===== config.mk =====
export PLATFORM = sky130hd
export DESIGN_NAME = voice_priority_queue_top_flat
export DESIGN_NICKNAME = d
export VERILOG_FILES = /design/src/rtl/vpq_pkg.sv /design/src/rtl/vpq_if.sv /design/src/rtl/vpq_cell.sv /design/src/rtl/voice_priority_queue_top.sv /design/src/flat_wrapper.sv
export SDC_FILE = /design/constraint.sdc
export NUM_CORES = 1
export LEC_CHECK = 0
export BUFFER_PORTS_ARGS = -buffer_cell sky130_fd_sc_hd__buf_2
export CORE_ASPECT_RATIO = 1.25
export CORE_UTILIZATION = 34
export CTS_BUF_LIST = sky130_fd_sc_hd__clkbuf_8
export DETAILED_ROUTE_END_ITERATION = 8
export PLACE_DENSITY_LB_ADDON = 0.1
export SYNTH_ARGS = -nofsm -noshare
export SYNTH_HDL_FRONTEND = slang
export SYNTH_SLANG_ARGS = --single-unit

===== constraint.sdc =====
create_clock -name clk -period 4.15 [get_ports clk]
set_clock_uncertainty 0.1 [all_clocks]
set_input_delay 0.2075 -clock clk [delete_from_list [all_inputs] [get_ports clk]]
set_output_delay 0.2075 -clock clk [all_outputs]
set_load 0.01 [all_outputs]

===== src/rtl/vpq_pkg.sv =====
// ----------------------------------------------------------------------------
// vpq_pkg: shared types and constants of the voice priority queue
// Holds the queue depth, field types, function and class codes, the
// class ranking, the search token that runs down the cell chain and the
// command that the controller issues to the cells.
// ----------------------------------------------------------------------------
package vpq_pkg;

    localparam int QueueDepth = 8;
    localparam int IdxW       = (QueueDepth > 1) ? $clog2(QueueDepth) : 1;
    localparam int CntW       = $clog2(QueueDepth + 1);

    typedef logic [1:0]      func_t;
    typedef logic [9:0]      voice_t;
    typedef logic [7:0]      prio_t;
    typedef logic [2:0]      class_t;
    typedef logic [1:0]      rank_t;
    typedef logic [IdxW-1:0] idx_t;
    typedef logic [CntW-1:0] count_t;

    // Function codes
    localparam func_t FUNC_SUBMIT = 2'd0;
    localparam func_t FUNC_NEXT   = 2'd1;
    localparam func_t FUNC_CLEAR  = 2'd2;

    // Control classes
    localparam class_t CLASS_CRITICAL  = 3'd0;
    localparam class_t CLASS_QUEUED_IR = 3'd1;
    localparam class_t CLASS_INTERRUPT = 3'd2;
    localparam class_t CLASS_QUEUE     = 3'd3;
    localparam class_t CLASS_STANDARD  = 3'd4;

    // Rank levels, lower plays first
    localparam rank_t RANK_TOP    = 2'd0;
    localparam rank_t RANK_IRQ    = 2'd1;
    localparam rank_t RANK_QUEUE  = 2'd2;
    localparam rank_t RANK_BOTTOM = 2'd3;

    typedef struct packed {
        voice_t voice;
        prio_t  prio;
        class_t cls;
    } entry_t;

    // Search token handed from cell to cell
    typedef struct packed {
        logic   hit;
        logic   std_found;
        idx_t   std_idx;
        prio_t  std_prio;
        logic   any;
        idx_t   best_idx;
        rank_t  best_rank;
        prio_t  best_prio;
        voice_t best_voice;
        idx_t   worst_idx;
        rank_t  worst_rank;
        prio_t  worst_prio;
    } token_t;

    // Update command broadcast to all cells
    typedef struct packed {
        logic   load_en;
        idx_t   load_idx;
        logic   drop_en;
        idx_t   drop_idx;
        entry_t entry;
    } cmd_t;

    function automatic rank_t class_rank(input class_t c);
        rank_t r;
        case (c)
            CLASS_CRITICAL:  r = RANK_TOP;
            CLASS_QUEUED_IR: r = RANK_IRQ;
            CLASS_INTERRUPT: r = RANK_IRQ;
            CLASS_QUEUE:     r = RANK_QUEUE;
            default:         r = RANK_BOTTOM;
        endcase
        return r;
    endfunction

endpackage


===== src/rtl/vpq_if.sv =====
// ----------------------------------------------------------------------------
// vpq_if: request and response channels of the voice priority queue
// Valid/ready channels; a request moves when valid and ready are both high.
// ----------------------------------------------------------------------------
interface vpq_req_if;
    logic              valid;
    logic              ready;
    vpq_pkg::func_t    func;
    vpq_pkg::voice_t   voice_id;
    vpq_pkg::prio_t    priority_req;
    vpq_pkg::class_t   control_class;
    vpq_pkg::voice_t   playing_voice;

    modport source (
        output valid, func, voice_id, priority_req, control_class, playing_voice,
        input  ready
    );
    modport sink (
        input  valid, func, voice_id, priority_req, control_class, playing_voice,
        output ready
    );
endinterface

interface vpq_rsp_if;
    logic              valid;
    logic              ready;
    logic              cut_playing;
    logic              next_valid;
    vpq_pkg::voice_t   next_voice;

    modport source (
        output valid, cut_playing, next_valid, next_voice,
        input  ready
    );
    modport sink (
        input  valid, cut_playing, next_valid, next_voice,
        output ready
    );
endinterface


===== src/rtl/vpq_cell.sv =====
// ----------------------------------------------------------------------------
// vpq_cell: one queue slot of the voice priority queue
// Holds one entry, shifts in its upper neighbor on a drop, loads a new
// entry on an append, and folds its entry into the search token that it
// registers and hands to the next cell.
// ----------------------------------------------------------------------------
module vpq_cell (
    input  logic              clk,
    input  vpq_pkg::idx_t     my_idx,
    input  logic              valid,
    input  vpq_pkg::voice_t   key_voice,
    input  vpq_pkg::cmd_t     cmd,
    input  vpq_pkg::entry_t   nbr,
    input  vpq_pkg::token_t   tok_in,
    output vpq_pkg::entry_t   entry,
    output vpq_pkg::token_t   tok_out
);

    vpq_pkg::entry_t entry_reg;
    vpq_pkg::token_t tok_reg;
    vpq_pkg::token_t tok_next;
    vpq_pkg::rank_t  my_rank;

    assign my_rank = vpq_pkg::class_rank(entry_reg.cls);

    // Load a new entry, or take the neighbor's when this slot or a lower one drops
    always_ff @(posedge clk)
    begin
        if (cmd.load_en && (cmd.load_idx == my_idx))
        begin
            entry_reg <= cmd.entry;
        end
        else if (cmd.drop_en && (my_idx >= cmd.drop_idx))
        begin
            entry_reg <= nbr;
        end
    end

    // Fold this slot into the search token
    always_comb
    begin
        tok_next = tok_in;
        if (valid)
        begin
            if (entry_reg.voice == key_voice)
            begin
                tok_next.hit = 1'b1;
            end
            if (!tok_in.std_found && (entry_reg.cls == vpq_pkg::CLASS_STANDARD))
            begin
                tok_next.std_found = 1'b1;
                tok_next.std_idx   = my_idx;
                tok_next.std_prio  = entry_reg.prio;
            end
            tok_next.any = 1'b1;
            if (!tok_in.any || (my_rank < tok_in.best_rank) ||
                ((my_rank == tok_in.best_rank) && (entry_reg.prio > tok_in.best_prio)))
            begin
                tok_next.best_idx   = my_idx;
                tok_next.best_rank  = my_rank;
                tok_next.best_prio  = entry_reg.prio;
                tok_next.best_voice = entry_reg.voice;
            end
            if (!tok_in.any || (my_rank > tok_in.worst_rank) ||
                ((my_rank == tok_in.worst_rank) && (entry_reg.prio < tok_in.worst_prio)))
            begin
                tok_next.worst_idx  = my_idx;
                tok_next.worst_rank = my_rank;
                tok_next.worst_prio = entry_reg.prio;
            end
        end
    end

    // Hand the token on to the next cell
    always_ff @(posedge clk)
    begin
        tok_reg <= tok_next;
    end

    assign entry   = entry_reg;
    assign tok_out = tok_reg;

endmodule


===== src/rtl/voice_priority_queue_top.sv =====
// ----------------------------------------------------------------------------
// voice_priority_queue_top: bounded priority queue of pending voice requests
// Sequence: on request accept the search token walks the cell chain one
// cell per cycle in ST_SCAN, then ST_DECIDE updates the queue and ST_RESP
// holds the response until the sink takes it.
// One request is in flight at a time: a new request is accepted only
// after the response has been taken.
// Reset: rst_n asynchronous, active low; empties the queue and drops any
// pending response. Slot contents are not cleared.
// ----------------------------------------------------------------------------
module voice_priority_queue_top (
    input  logic clk,
    input  logic rst_n,
    vpq_req_if.sink   req,
    vpq_rsp_if.source rsp
);

    typedef enum logic [1:0] {
        ST_IDLE,
        ST_SCAN,
        ST_DECIDE,
        ST_RESP
    } state_t;

    typedef struct packed {
        vpq_pkg::func_t  func;
        vpq_pkg::voice_t voice;
        vpq_pkg::prio_t  prio;
        vpq_pkg::class_t cls;
        vpq_pkg::voice_t play;
    } req_t;

    localparam vpq_pkg::idx_t ScanLast = vpq_pkg::idx_t'(vpq_pkg::QueueDepth - 1);

    state_t            state_reg;
    vpq_pkg::idx_t     scan_cnt_reg;
    vpq_pkg::count_t   count_reg;
    vpq_pkg::count_t   count_next;
    req_t              req_reg;
    logic              rsp_valid_reg;
    logic              cut_reg;
    logic              cut_next;
    logic              nvalid_reg;
    logic              nvalid_next;
    vpq_pkg::voice_t   nvoice_reg;
    vpq_pkg::voice_t   nvoice_next;
    vpq_pkg::cmd_t     cmd;
    vpq_pkg::token_t   tok_final;
    logic              go;

    vpq_pkg::entry_t   cell_entry [vpq_pkg::QueueDepth];
    vpq_pkg::token_t   cell_tok   [vpq_pkg::QueueDepth];

    assign req.ready = (state_reg == ST_IDLE);

    // Capture the request
    always_ff @(posedge clk)
    begin
        if (req.valid && req.ready)
        begin
            req_reg.func  <= req.func;
            req_reg.voice <= req.voice_id;
            req_reg.prio  <= req.priority_req;
            req_reg.cls   <= req.control_class;
            req_reg.play  <= req.playing_voice;
        end
    end

    // Cell chain
    genvar gi;
    generate
        for (gi = 0; gi < vpq_pkg::QueueDepth; gi++)
        begin : g_cell
            vpq_pkg::entry_t nbr;
            vpq_pkg::token_t tin;
            logic            slot_valid;

            if (gi == vpq_pkg::QueueDepth - 1)
            begin : g_last
                assign nbr = cell_entry[gi];
            end
            else
            begin : g_mid
                assign nbr = cell_entry[gi + 1];
            end

            if (gi == 0)
            begin : g_first
                assign tin = '0;
            end
            else
            begin : g_rest
                assign tin = cell_tok[gi - 1];
            end

            assign slot_valid = (vpq_pkg::count_t'(gi) < count_reg);

            vpq_cell u_cell (
                .clk       (clk),
                .my_idx    (vpq_pkg::idx_t'(gi)),
                .valid     (slot_valid),
                .key_voice (req_reg.voice),
                .cmd       (cmd),
                .nbr       (nbr),
                .tok_in    (tin),
                .entry     (cell_entry[gi]),
                .tok_out   (cell_tok[gi])
            );
        end
    endgenerate

    assign tok_final = cell_tok[vpq_pkg::QueueDepth - 1];

    // Decide the queue update and the response from the finished search
    always_comb
    begin
        vpq_pkg::count_t cnt_after;

        cnt_after       = count_reg;
        count_next      = count_reg;
        cut_next        = 1'b0;
        nvalid_next     = 1'b0;
        nvoice_next     = '0;
        cmd.load_en     = 1'b0;
        cmd.load_idx    = '0;
        cmd.drop_en     = 1'b0;
        cmd.drop_idx    = '0;
        cmd.entry.voice = req_reg.voice;
        cmd.entry.prio  = req_reg.prio;
        cmd.entry.cls   = req_reg.cls;

        go = (req_reg.voice != '0) && (req_reg.voice != req_reg.play) && !tok_final.hit;

        case (req_reg.func)
            vpq_pkg::FUNC_SUBMIT:
            begin
                if (go)
                begin
                    if (req_reg.cls == vpq_pkg::CLASS_INTERRUPT)
                    begin
                        cut_next     = (req_reg.play != '0);
                        cmd.load_en  = 1'b1;
                        cmd.load_idx = '0;
                        count_next   = vpq_pkg::count_t'(1);
                    end
                    else if ((req_reg.cls == vpq_pkg::CLASS_STANDARD) &&
                             tok_final.std_found &&
                             (tok_final.std_prio >= req_reg.prio))
                    begin
                        count_next = count_reg;
                    end
                    else
                    begin
                        if ((req_reg.cls == vpq_pkg::CLASS_STANDARD) && tok_final.std_found)
                        begin
                            cmd.drop_en  = 1'b1;
                            cmd.drop_idx = tok_final.std_idx;
                            cnt_after    = count_reg - vpq_pkg::count_t'(1);
                        end
                        else if (count_reg == vpq_pkg::count_t'(vpq_pkg::QueueDepth))
                        begin
                            cmd.drop_en  = 1'b1;
                            cmd.drop_idx = tok_final.worst_idx;
                            cnt_after    = count_reg - vpq_pkg::count_t'(1);
                        end
                        cmd.load_en  = 1'b1;
                        cmd.load_idx = cnt_after[vpq_pkg::IdxW-1:0];
                        count_next   = cnt_after + vpq_pkg::count_t'(1);
                    end
                end
            end
            vpq_pkg::FUNC_NEXT:
            begin
                if (count_reg != '0)
                begin
                    cmd.drop_en  = 1'b1;
                    cmd.drop_idx = tok_final.best_idx;
                    nvalid_next  = 1'b1;
                    nvoice_next  = tok_final.best_voice;
                    count_next   = count_reg - vpq_pkg::count_t'(1);
                end
            end
            vpq_pkg::FUNC_CLEAR:
            begin
                count_next = '0;
            end
            default:
            begin
                count_next = count_reg;
            end
        endcase

        // Touch the cells only in the decide cycle
        if (state_reg != ST_DECIDE)
        begin
            cmd.load_en = 1'b0;
            cmd.drop_en = 1'b0;
        end
    end

    // Sequencer, fill count and response registers
    always_ff @(posedge clk or negedge rst_n)
    begin
        if (!rst_n)
        begin
            state_reg     <= ST_IDLE;
            scan_cnt_reg  <= '0;
            count_reg     <= '0;
            rsp_valid_reg <= 1'b0;
            cut_reg       <= 1'b0;
            nvalid_reg    <= 1'b0;
            nvoice_reg    <= '0;
        end
        else
        begin
            case (state_reg)
                ST_IDLE:
                begin
                    if (req.valid)
                    begin
                        scan_cnt_reg <= '0;
                        state_reg    <= ST_SCAN;
                    end
                end
                ST_SCAN:
                begin
                    if (scan_cnt_reg == ScanLast)
                    begin
                        state_reg <= ST_DECIDE;
                    end
                    else
                    begin
                        scan_cnt_reg <= scan_cnt_reg + vpq_pkg::idx_t'(1);
                    end
                end
                ST_DECIDE:
                begin
                    count_reg     <= count_next;
                    cut_reg       <= cut_next;
                    nvalid_reg    <= nvalid_next;
                    nvoice_reg    <= nvoice_next;
                    rsp_valid_reg <= 1'b1;
                    state_reg     <= ST_RESP;
                end
                ST_RESP:
                begin
                    if (rsp.ready)
                    begin
                        rsp_valid_reg <= 1'b0;
                        state_reg     <= ST_IDLE;
                    end
                end
                default:
                begin
                    state_reg <= ST_IDLE;
                end
            endcase
        end
    end

    assign rsp.valid       = rsp_valid_reg;
    assign rsp.cut_playing = cut_reg;
    assign rsp.next_valid  = nvalid_reg;
    assign rsp.next_voice  = nvoice_reg;

`ifndef SYNTHESIS
    a_count_bound: assert property (@(posedge clk) disable iff (!rst_n)
        count_reg <= vpq_pkg::count_t'(vpq_pkg::QueueDepth))
        else $error("queue fill count exceeds depth");

    a_count_hold: assert property (@(posedge clk) disable iff (!rst_n)
        (state_reg != ST_DECIDE) |=> $stable(count_reg))
        else $error("fill count changed outside the decide cycle");

    a_rsp_only_resp: assert property (@(posedge clk) disable iff (!rst_n)
        rsp_valid_reg |-> (state_reg == ST_RESP))
        else $error("response valid outside the response state");

    a_pop_nonzero: assert property (@(posedge clk) disable iff (!rst_n)
        (rsp_valid_reg && nvalid_reg) |-> (nvoice_reg != '0))
        else $error("popped voice is zero");

    a_cut_not_pop: assert property (@(posedge clk) disable iff (!rst_n)
        (rsp_valid_reg && cut_reg) |-> !nvalid_reg)
        else $error("cut and pop reported together");
`endif

endmodule


===== src/flat_wrapper.sv =====
// flat-port wrapper written by rule: the top's interface ports become plain ports
module voice_priority_queue_top_flat 
  (clk, rst_n, req_valid, req_func, req_voice_id, req_priority_req, req_control_class, req_playing_voice, req_ready, rsp_valid, rsp_cut_playing, rsp_next_valid, rsp_next_voice, rsp_ready);
  vpq_req_if req_i ();
  vpq_rsp_if rsp_i ();
  input  logic clk;
  input  logic rst_n;
  input wire logic [$bits(req_i.valid)-1:0] req_valid;
  input wire logic [$bits(req_i.func)-1:0] req_func;
  input wire logic [$bits(req_i.voice_id)-1:0] req_voice_id;
  input wire logic [$bits(req_i.priority_req)-1:0] req_priority_req;
  input wire logic [$bits(req_i.control_class)-1:0] req_control_class;
  input wire logic [$bits(req_i.playing_voice)-1:0] req_playing_voice;
  output wire logic [$bits(req_i.ready)-1:0] req_ready;
  output wire logic [$bits(rsp_i.valid)-1:0] rsp_valid;
  output wire logic [$bits(rsp_i.cut_playing)-1:0] rsp_cut_playing;
  output wire logic [$bits(rsp_i.next_valid)-1:0] rsp_next_valid;
  output wire logic [$bits(rsp_i.next_voice)-1:0] rsp_next_voice;
  input wire logic [$bits(rsp_i.ready)-1:0] rsp_ready;
  assign req_i.valid = req_valid;
  assign req_i.func = req_func;
  assign req_i.voice_id = req_voice_id;
  assign req_i.priority_req = req_priority_req;
  assign req_i.control_class = req_control_class;
  assign req_i.playing_voice = req_playing_voice;
  assign req_ready = req_i.ready;
  assign rsp_valid = rsp_i.valid;
  assign rsp_cut_playing = rsp_i.cut_playing;
  assign rsp_next_valid = rsp_i.next_valid;
  assign rsp_next_voice = rsp_i.next_voice;
  assign rsp_i.ready = rsp_ready;
  voice_priority_queue_top u_core (.clk(clk), .rst_n(rst_n), .req(req_i), .rsp(rsp_i));
endmodule

## Yosys cells after proc, flatten, opt, wreduce, memory -nomap -nowiden

Cells that the tools add are included.

- Flip-flop bits (word level): 592
- Bits of input ports: 37
- Output and inout bits: 14

- Add/subtract/negate cells: 3
- Magnitude comparators: 44
- Equal/unequal tests: 78
- Muxes and demuxes: 98
- Reductions and logical operators: 121

Operators by type and width:

| kind | number |
|---|---|
| $mux W50 | 7 |
| $mux W21 | 14 |
| $mux W23 | 7 |
| $mux W12 | 8 |
| $mux W13 | 7 |
| $eq A10 B10 Y1 | 8 |
| $mux W4 | 16 |
| $eq A3 B2 Y1 const B | 19 |
| $gt A8 B8 Y1 | 7 |
| $lt A8 B8 Y1 | 7 |
| $pmux W2 S3 | 8 |
| $eq A3 B3 Y1 const B | 14 |
| $logic_and A1 B1 Y1 | 41 |
| $mux W37 | 1 |
| $logic_or A1 B1 Y1 | 28 |
| $eq A3 B1 Y1 const B | 9 |
| $logic_not A3 Y1 | 9 |
| $eq A2 B2 Y1 | 13 |
| $mux W10 | 2 |
| $reduce_bool A10 Y1 | 2 |
| $reduce_bool A2 Y1 | 9 |
| $lt A3 B4 Y1 const A | 4 |
| $mux W1 | 16 |
| $mux W8 | 2 |
| 33 further kinds | 86 |

## Logic depth before layout (Yosys ltp)

- Word-level depth: 15
- Mapped depth: 13
- Depth with buffers taken out: 12

## Hierarchy

A second synthesis with hierarchy kept.

- Cell total of the unflattened synthesis: 2,245
- Area total of the unflattened synthesis: 29,286.8 sq um

By module, submodules not included:

| module | instances | cells each | area an instance (sq um) | sequential area each (sq um) |
|---|---|---|---|---|
| vpq_cell | 8 | 247 | 3,288.2 | 1,631.6 |
| voice_priority_queue_top | 1 | 269 | 2,981.6 | 1,541.5 |

## Worst setup path before layout

No wires, ideal clock.

- Path type: reg-to-reg
- Start point: register u_core.count_reg[0]
- End point: register u_core.g_cell[0].u_cell.entry_reg, in the netlist u_core.g_cell[0].u_cell.entry[0] (enable)
- Setup time: 0.433 ns
- Arrival: 3.783 ns
- Data required time: 3.617 ns
- Slack: -0.166 ns
- Stages on the path, launching flop included: 11
- Path buffers: 1
- Period minus slack after synthesis: 4.316 ns
- Path through: dfrtp_1 > clkbuf_1 > inv_1 > ha_1 > inv_1 > nor3_1 > inv_1 > and2_1 > a32o_1 > nand2b_1 > o32ai_1

- Word-level cells in the longest chain between the ends: 14
- Elaborated cells between the ends (all ways): 24

RTL lines:

| item | RTL line | source |
|---|---|---|
| start, declared | voice_priority_queue_top.sv:37 | `vpq_pkg::count_t count_reg;` |
| start signal, assigned | voice_priority_queue_top.sv:238 | `count_reg <= count_next;` |
| $sub A4 B1 Y4 or $eq A4 B4 Y1 (tied branches) | voice_priority_queue_top.sv:158, voice_priority_queue_top.sv:164, voice_priority_queue_top.sv:160 |  |
| $mux W4 | voice_priority_queue_top.sv:160 | `else if (count_reg == vpq_pkg::count_t'(vpq_pkg::QueueDepth))` |
| $mux W4 | voice_priority_queue_top.sv:154 | `if ((req_reg.cls == vpq_pkg::CLASS_STANDARD) && tok_final.std_found)` |
| $mux W4 | voice_priority_queue_top.sv:146 | `else if ((req_reg.cls == vpq_pkg::CLASS_STANDARD) &&` |
| $mux W4 | voice_priority_queue_top.sv:139 | `if (req_reg.cls == vpq_pkg::CLASS_INTERRUPT)` |
| $mux W4 | voice_priority_queue_top.sv:137 | `if (go)` |
| $mux W4 | voice_priority_queue_top.sv:134 | `case (req_reg.func)` |
| $mux W8 | voice_priority_queue_top.sv:146 |  |
| $mux W4 | voice_priority_queue_top.sv:139 |  |
| $mux W8 | voice_priority_queue_top.sv:137 |  |
| $mux W4 | voice_priority_queue_top.sv:134 |  |
| $logic_not A3 Y1 | vpq_cell.sv:29 | `if (cmd.load_en && (cmd.load_idx == my_idx))` |
| $logic_and A1 B1 Y1 | vpq_cell.sv:29 |  |
| $reduce_bool A2 Y1 (no source line) (*) | - |  |
| end signal, assigned | vpq_cell.sv:31 | `entry_reg <= cmd.entry;` |
| end signal, assigned | vpq_cell.sv:35 | `entry_reg <= nbr;` |
| end, declared | vpq_cell.sv:19 | `vpq_pkg::entry_t entry_reg;` |

Every way passes the cells marked *; elsewhere a longest branch is shown, timed or not. The select of a mux whose other input is x is not followed.
A chain may end at the register's enable or synchronous reset.

## Worst setup path after layout

- Start point: register u_core.req_reg, in the netlist u_core.cmd[3]
- End point: register u_core.g_cell[1].u_cell.entry_reg, in the netlist u_core.g_cell[1].u_cell.entry[12] (enable)

- Word-level cells in the longest chain between the ends: 9
- Elaborated cells between the ends (all ways): 15

RTL lines:

| item | RTL line | source |
|---|---|---|
| start, declared | voice_priority_queue_top.sv:39 | `req_t req_reg;` |
| $ge A8 B8 Y1 (*) | voice_priority_queue_top.sv:148 | `(tok_final.std_prio >= req_reg.prio))` |
| $logic_and A1 B1 Y1 (*) | voice_priority_queue_top.sv:147 | `tok_final.std_found &&` |
| $mux W8 (*) | voice_priority_queue_top.sv:146 |  |
| $mux W4 | voice_priority_queue_top.sv:139 |  |
| $mux W8 (*) | voice_priority_queue_top.sv:137 |  |
| $pmux W4 S2 or $mux W4 (tied branches) | voice_priority_queue_top.sv:134 |  |
| $ge A1 B3 Y1, or another cell as far along | vpq_cell.sv:33 | `else if (cmd.drop_en && (my_idx >= cmd.drop_idx))` |
| $logic_and A1 B1 Y1 (on tied branches) | vpq_cell.sv:33, vpq_cell.sv:29 |  |
| $reduce_bool A2 Y1 (no source line) (*) | - |  |
| end signal, assigned | vpq_cell.sv:31 |  |
| end signal, assigned | vpq_cell.sv:35 |  |
| end, declared | vpq_cell.sv:19 |  |

Every way passes the cells marked *; elsewhere a longest branch is shown, timed or not.

==> results.txt <==
outcome: finished, final reports clean
Placed Cells: 2949
Post-CTS Setup Bufs: 0
CP Launch Type: register
Worst Hold Launch: req_playing_voice[5]
worst vdd ir: 0.262 mV
TritonCTS clock tree: done
1st-pass router iterations: 5
Non-Filler Instances: 3165
RR Endpoint: u_core.g_cell[1].u_cell.entry[12]$_DFFE_PP_
R2R depth: 9
Seq cells post-synth: 571
initial drt markers: 789
Post-synth EDFFs: 201
Fmax achieved: 262 MHz
PostCTS Resize Cnt: 0
DRC errors left: 0
largest net degree at the start of global routing: 34
TritonCTS Sinks: 571
Final Cycle Share: 91.9%
Largest register FFs: 348
Avg WL per Cell: 21.5 µm
CP max FO: 21
GPL Wtd Cong: 0.838
WP buf/inv: 1
Netlist Area Pre-Place: 24600 µm²
critical path endpoint category: register
initial core utilization: 34.5%
first-pass GRT wire length: 103 mm
DP HPWL: 49.8 mm
area leader, netlist: dfxtp_1
Die W: 243 µm
Min-Delay Endpoint: u_core.req_reg[5]$_DFFE_PP_
Max Cap Viol: 0
FF-to-FF Start: u_core.cmd[3]$_DFFE_PP_
post-route cell area: 28500 µm²
Mapped Cells: 1973
initial antenna violation count: 1
most frequent CP cell: nand2b_1
top cells by count, synth: dfxtp_1, mux2_2, edfxtp_1, ha_1, inv_1
Worst Hold Class: primary input to register
gr ovfl total: 0
unrepaired setup endpoints after global routing: no
CP delay by family, top: compound AO/OA/AOI/OAI gates
Yosys warning count: 0
crit path time final: 3810 ps
asr flop ratio synth: 3.85%
clk_lat worst skew: 700 ps
final slew viol count: 0
fin nets: 2323
CTS H-Tree Depth: 3
Synth area leaders: dfxtp_1, edfxtp_1, mux2_2
post-synth net total: 2155
final count of negative-setup-slack endpoints: 0
Critical Path Max Stage Delay: 760 ps
Syn Area/Cell: 12.5 µm²
I/O pin cnt: 51
Slew HR: 27.3%
r2r setup slk: 340 ps
Core Util, Final: 40.1%
final setup TNS: 0 ps
vias per std cell: 4.82
Yosys cell types: 69
fraction of layout instances using a drive strength above 1: 29.3%
register area share after synthesis: 55.1%
clock buffer depth: 3
hold depth: 2
Antenna Nets Post-Route: 0
Num CTS Buffers: 95
Cell Chain, Critical Path: ha_1 > nand2b_1 > a2111oi_2 > o41ai_1 > a21boi_1 > a32o_1 > nand2b_1 > o21ai_2 > buf_4
row count: 109
final count of hold timing violations: 0
vias in the first global route: 16100
CP max-delay cell: o41ai_1
Root Buffer: clkbuf_8
CTS clk-pin slew, worst paths: 70 ps
core area: 71200 µm²
DR vias: 15200
worst-margin pin slew: 1090 ps
Lkg Pwr: 12.0 nW
final WL: 68.0 mm
Most used DFF post-synth: dfxtp_1
Layout area overhead: 16.1%
worst path required time: 4380 ps
GRT Overall Usage: 18.8%
share of the synthesized area in the top cell type: 28.3%
CP Class: register to register
Die Ht: 303 µm
CP arrival: 4040 ps
Area after DPL: 26100 µm²
Post-CTS Hold Fix Bufs: 38
Port Buf Inserts: 50
full die area: 73400 µm²
pwr dens: 732 nW/µm²
[per-stage QoR]
| stage | power, mW | setup slack, ps | hold slack [ps] |
|---|---|---|---|
| floorplan | 13.3 | 265 | -188 |
| global placement | 15.8 | 464 | 163 |
| detailed placement | 15.8 | 391 | 169 |
| CTS | 21.2 | 335 | 32.6 |
| global route | 22.3 | 224 | 80.0 |
| finish | 20.9 | 338 | 118 |
[worst max-delay path by stage]
stage	endpoint	cells after the start	slack (ps)	startpoint
detailed placement	u_core.g_cell[1].u_cell.entry[18]$_DFFE_PP_	9	390	u_core.cmd[10]$_DFFE_PP_
CTS	u_core.g_cell[1].u_cell.entry[12]$_DFFE_PP_	9	340	u_core.cmd[10]$_DFFE_PP_
global route	u_core.g_cell[1].u_cell.entry[12]$_DFFE_PP_	9	220	u_core.cmd[10]$_DFFE_PP_
finish	u_core.g_cell[1].u_cell.entry[12]$_DFFE_PP_	9	340	u_core.cmd[3]$_DFFE_PP_
floorplan	u_core.g_cell[7].u_cell.entry[0]$_DFFE_PP_	7	260	u_core.cmd[3]$_DFFE_PP_
global placement	u_core.g_cell[1].u_cell.entry[18]$_DFFE_PP_	9	460	u_core.cmd[3]$_DFFE_PP_
[power by group]
part,switching (mW),internal [mW],total (mW)
Clock,2.32,2.86,5.18
Sequential,1.12,7.80,8.92
Combinational,3.54,3.24,6.78
[layout by cell type (no fill, tap or decap), types with 6 or more instances in the layout]
master and instances:
a21oi_1 38, clkbuf_8 120, inv_1 168, mux2i_1 7
buf_4 54, and2_1 27, dfrtp_1 22, o21a_1 14
and4_1 6, nor4_1 16, o211ai_1 6, or2_2 17
dfxtp_1 348, edfxtp_1 201, a41o_1 6, nor2_1 59
o21ai_0 75, a31oi_1 7, ha_1 145, xor2_1 72
xnor2_1 28, nand2b_1 29, a22o_1 14, clkinv_2 18
buf_2 50, nand2_1 79, dlygate4sd3_1 37, nand4_1 15
clkinv_1 7, a21o_1 34, nor3_1 17, o21bai_1 7
nor2b_1 36, mux2_2 348
[per-layer routing]
| layer | GRT usage, % | routed length (µm) |
|---|---|---|
| met5 | 0 | 0 |
| met4 | 7.22 | 1880 |
| met3 | 2.72 | 2330 |
| met2 | 32.0 | 33000 |
| met1 | 24.1 | 30800 |
[cell families (layout without fill, tap and decap cells)]
family                     Yosys count  count (layout)  synth area share, %
AOI/OAI and AO/OA                  250             250                 6.70
xor gates and xnor gates           100             100                 3.56
adders and majority gates          145             145                 7.38
buffers and inverters              219             466                 3.80
DFF                                571             571                 55.1
muxes                              355             355                 16.2
other                                0               2                    0
and+or+nand+nor                    333             333                 7.24
[layout make-up]
type | instances | area [µm²]
diodes | 2 | 5.00
clock buffers | 120 | 1650
clock inverters | 56 | 359
fillers | 6809 | 42600
inverters | 146 | 548
multi-input cells | 1183 | 10200
flip-flops and latches | 571 | 13600
well taps | 943 | 1180
repair buffers | 144 | 1090
[worst reg2reg max path: stages, from the launching register on]
cell and delay [ps]:
edfxtp_1 570, ha_1 360, nand2b_1 120, a2111oi_2 70, o41ai_1 760, a21boi_1 300, a32o_1 360, nand2b_1 280
o21ai_2 170, buf_4 350
Power figures use the tool's default switching activity.
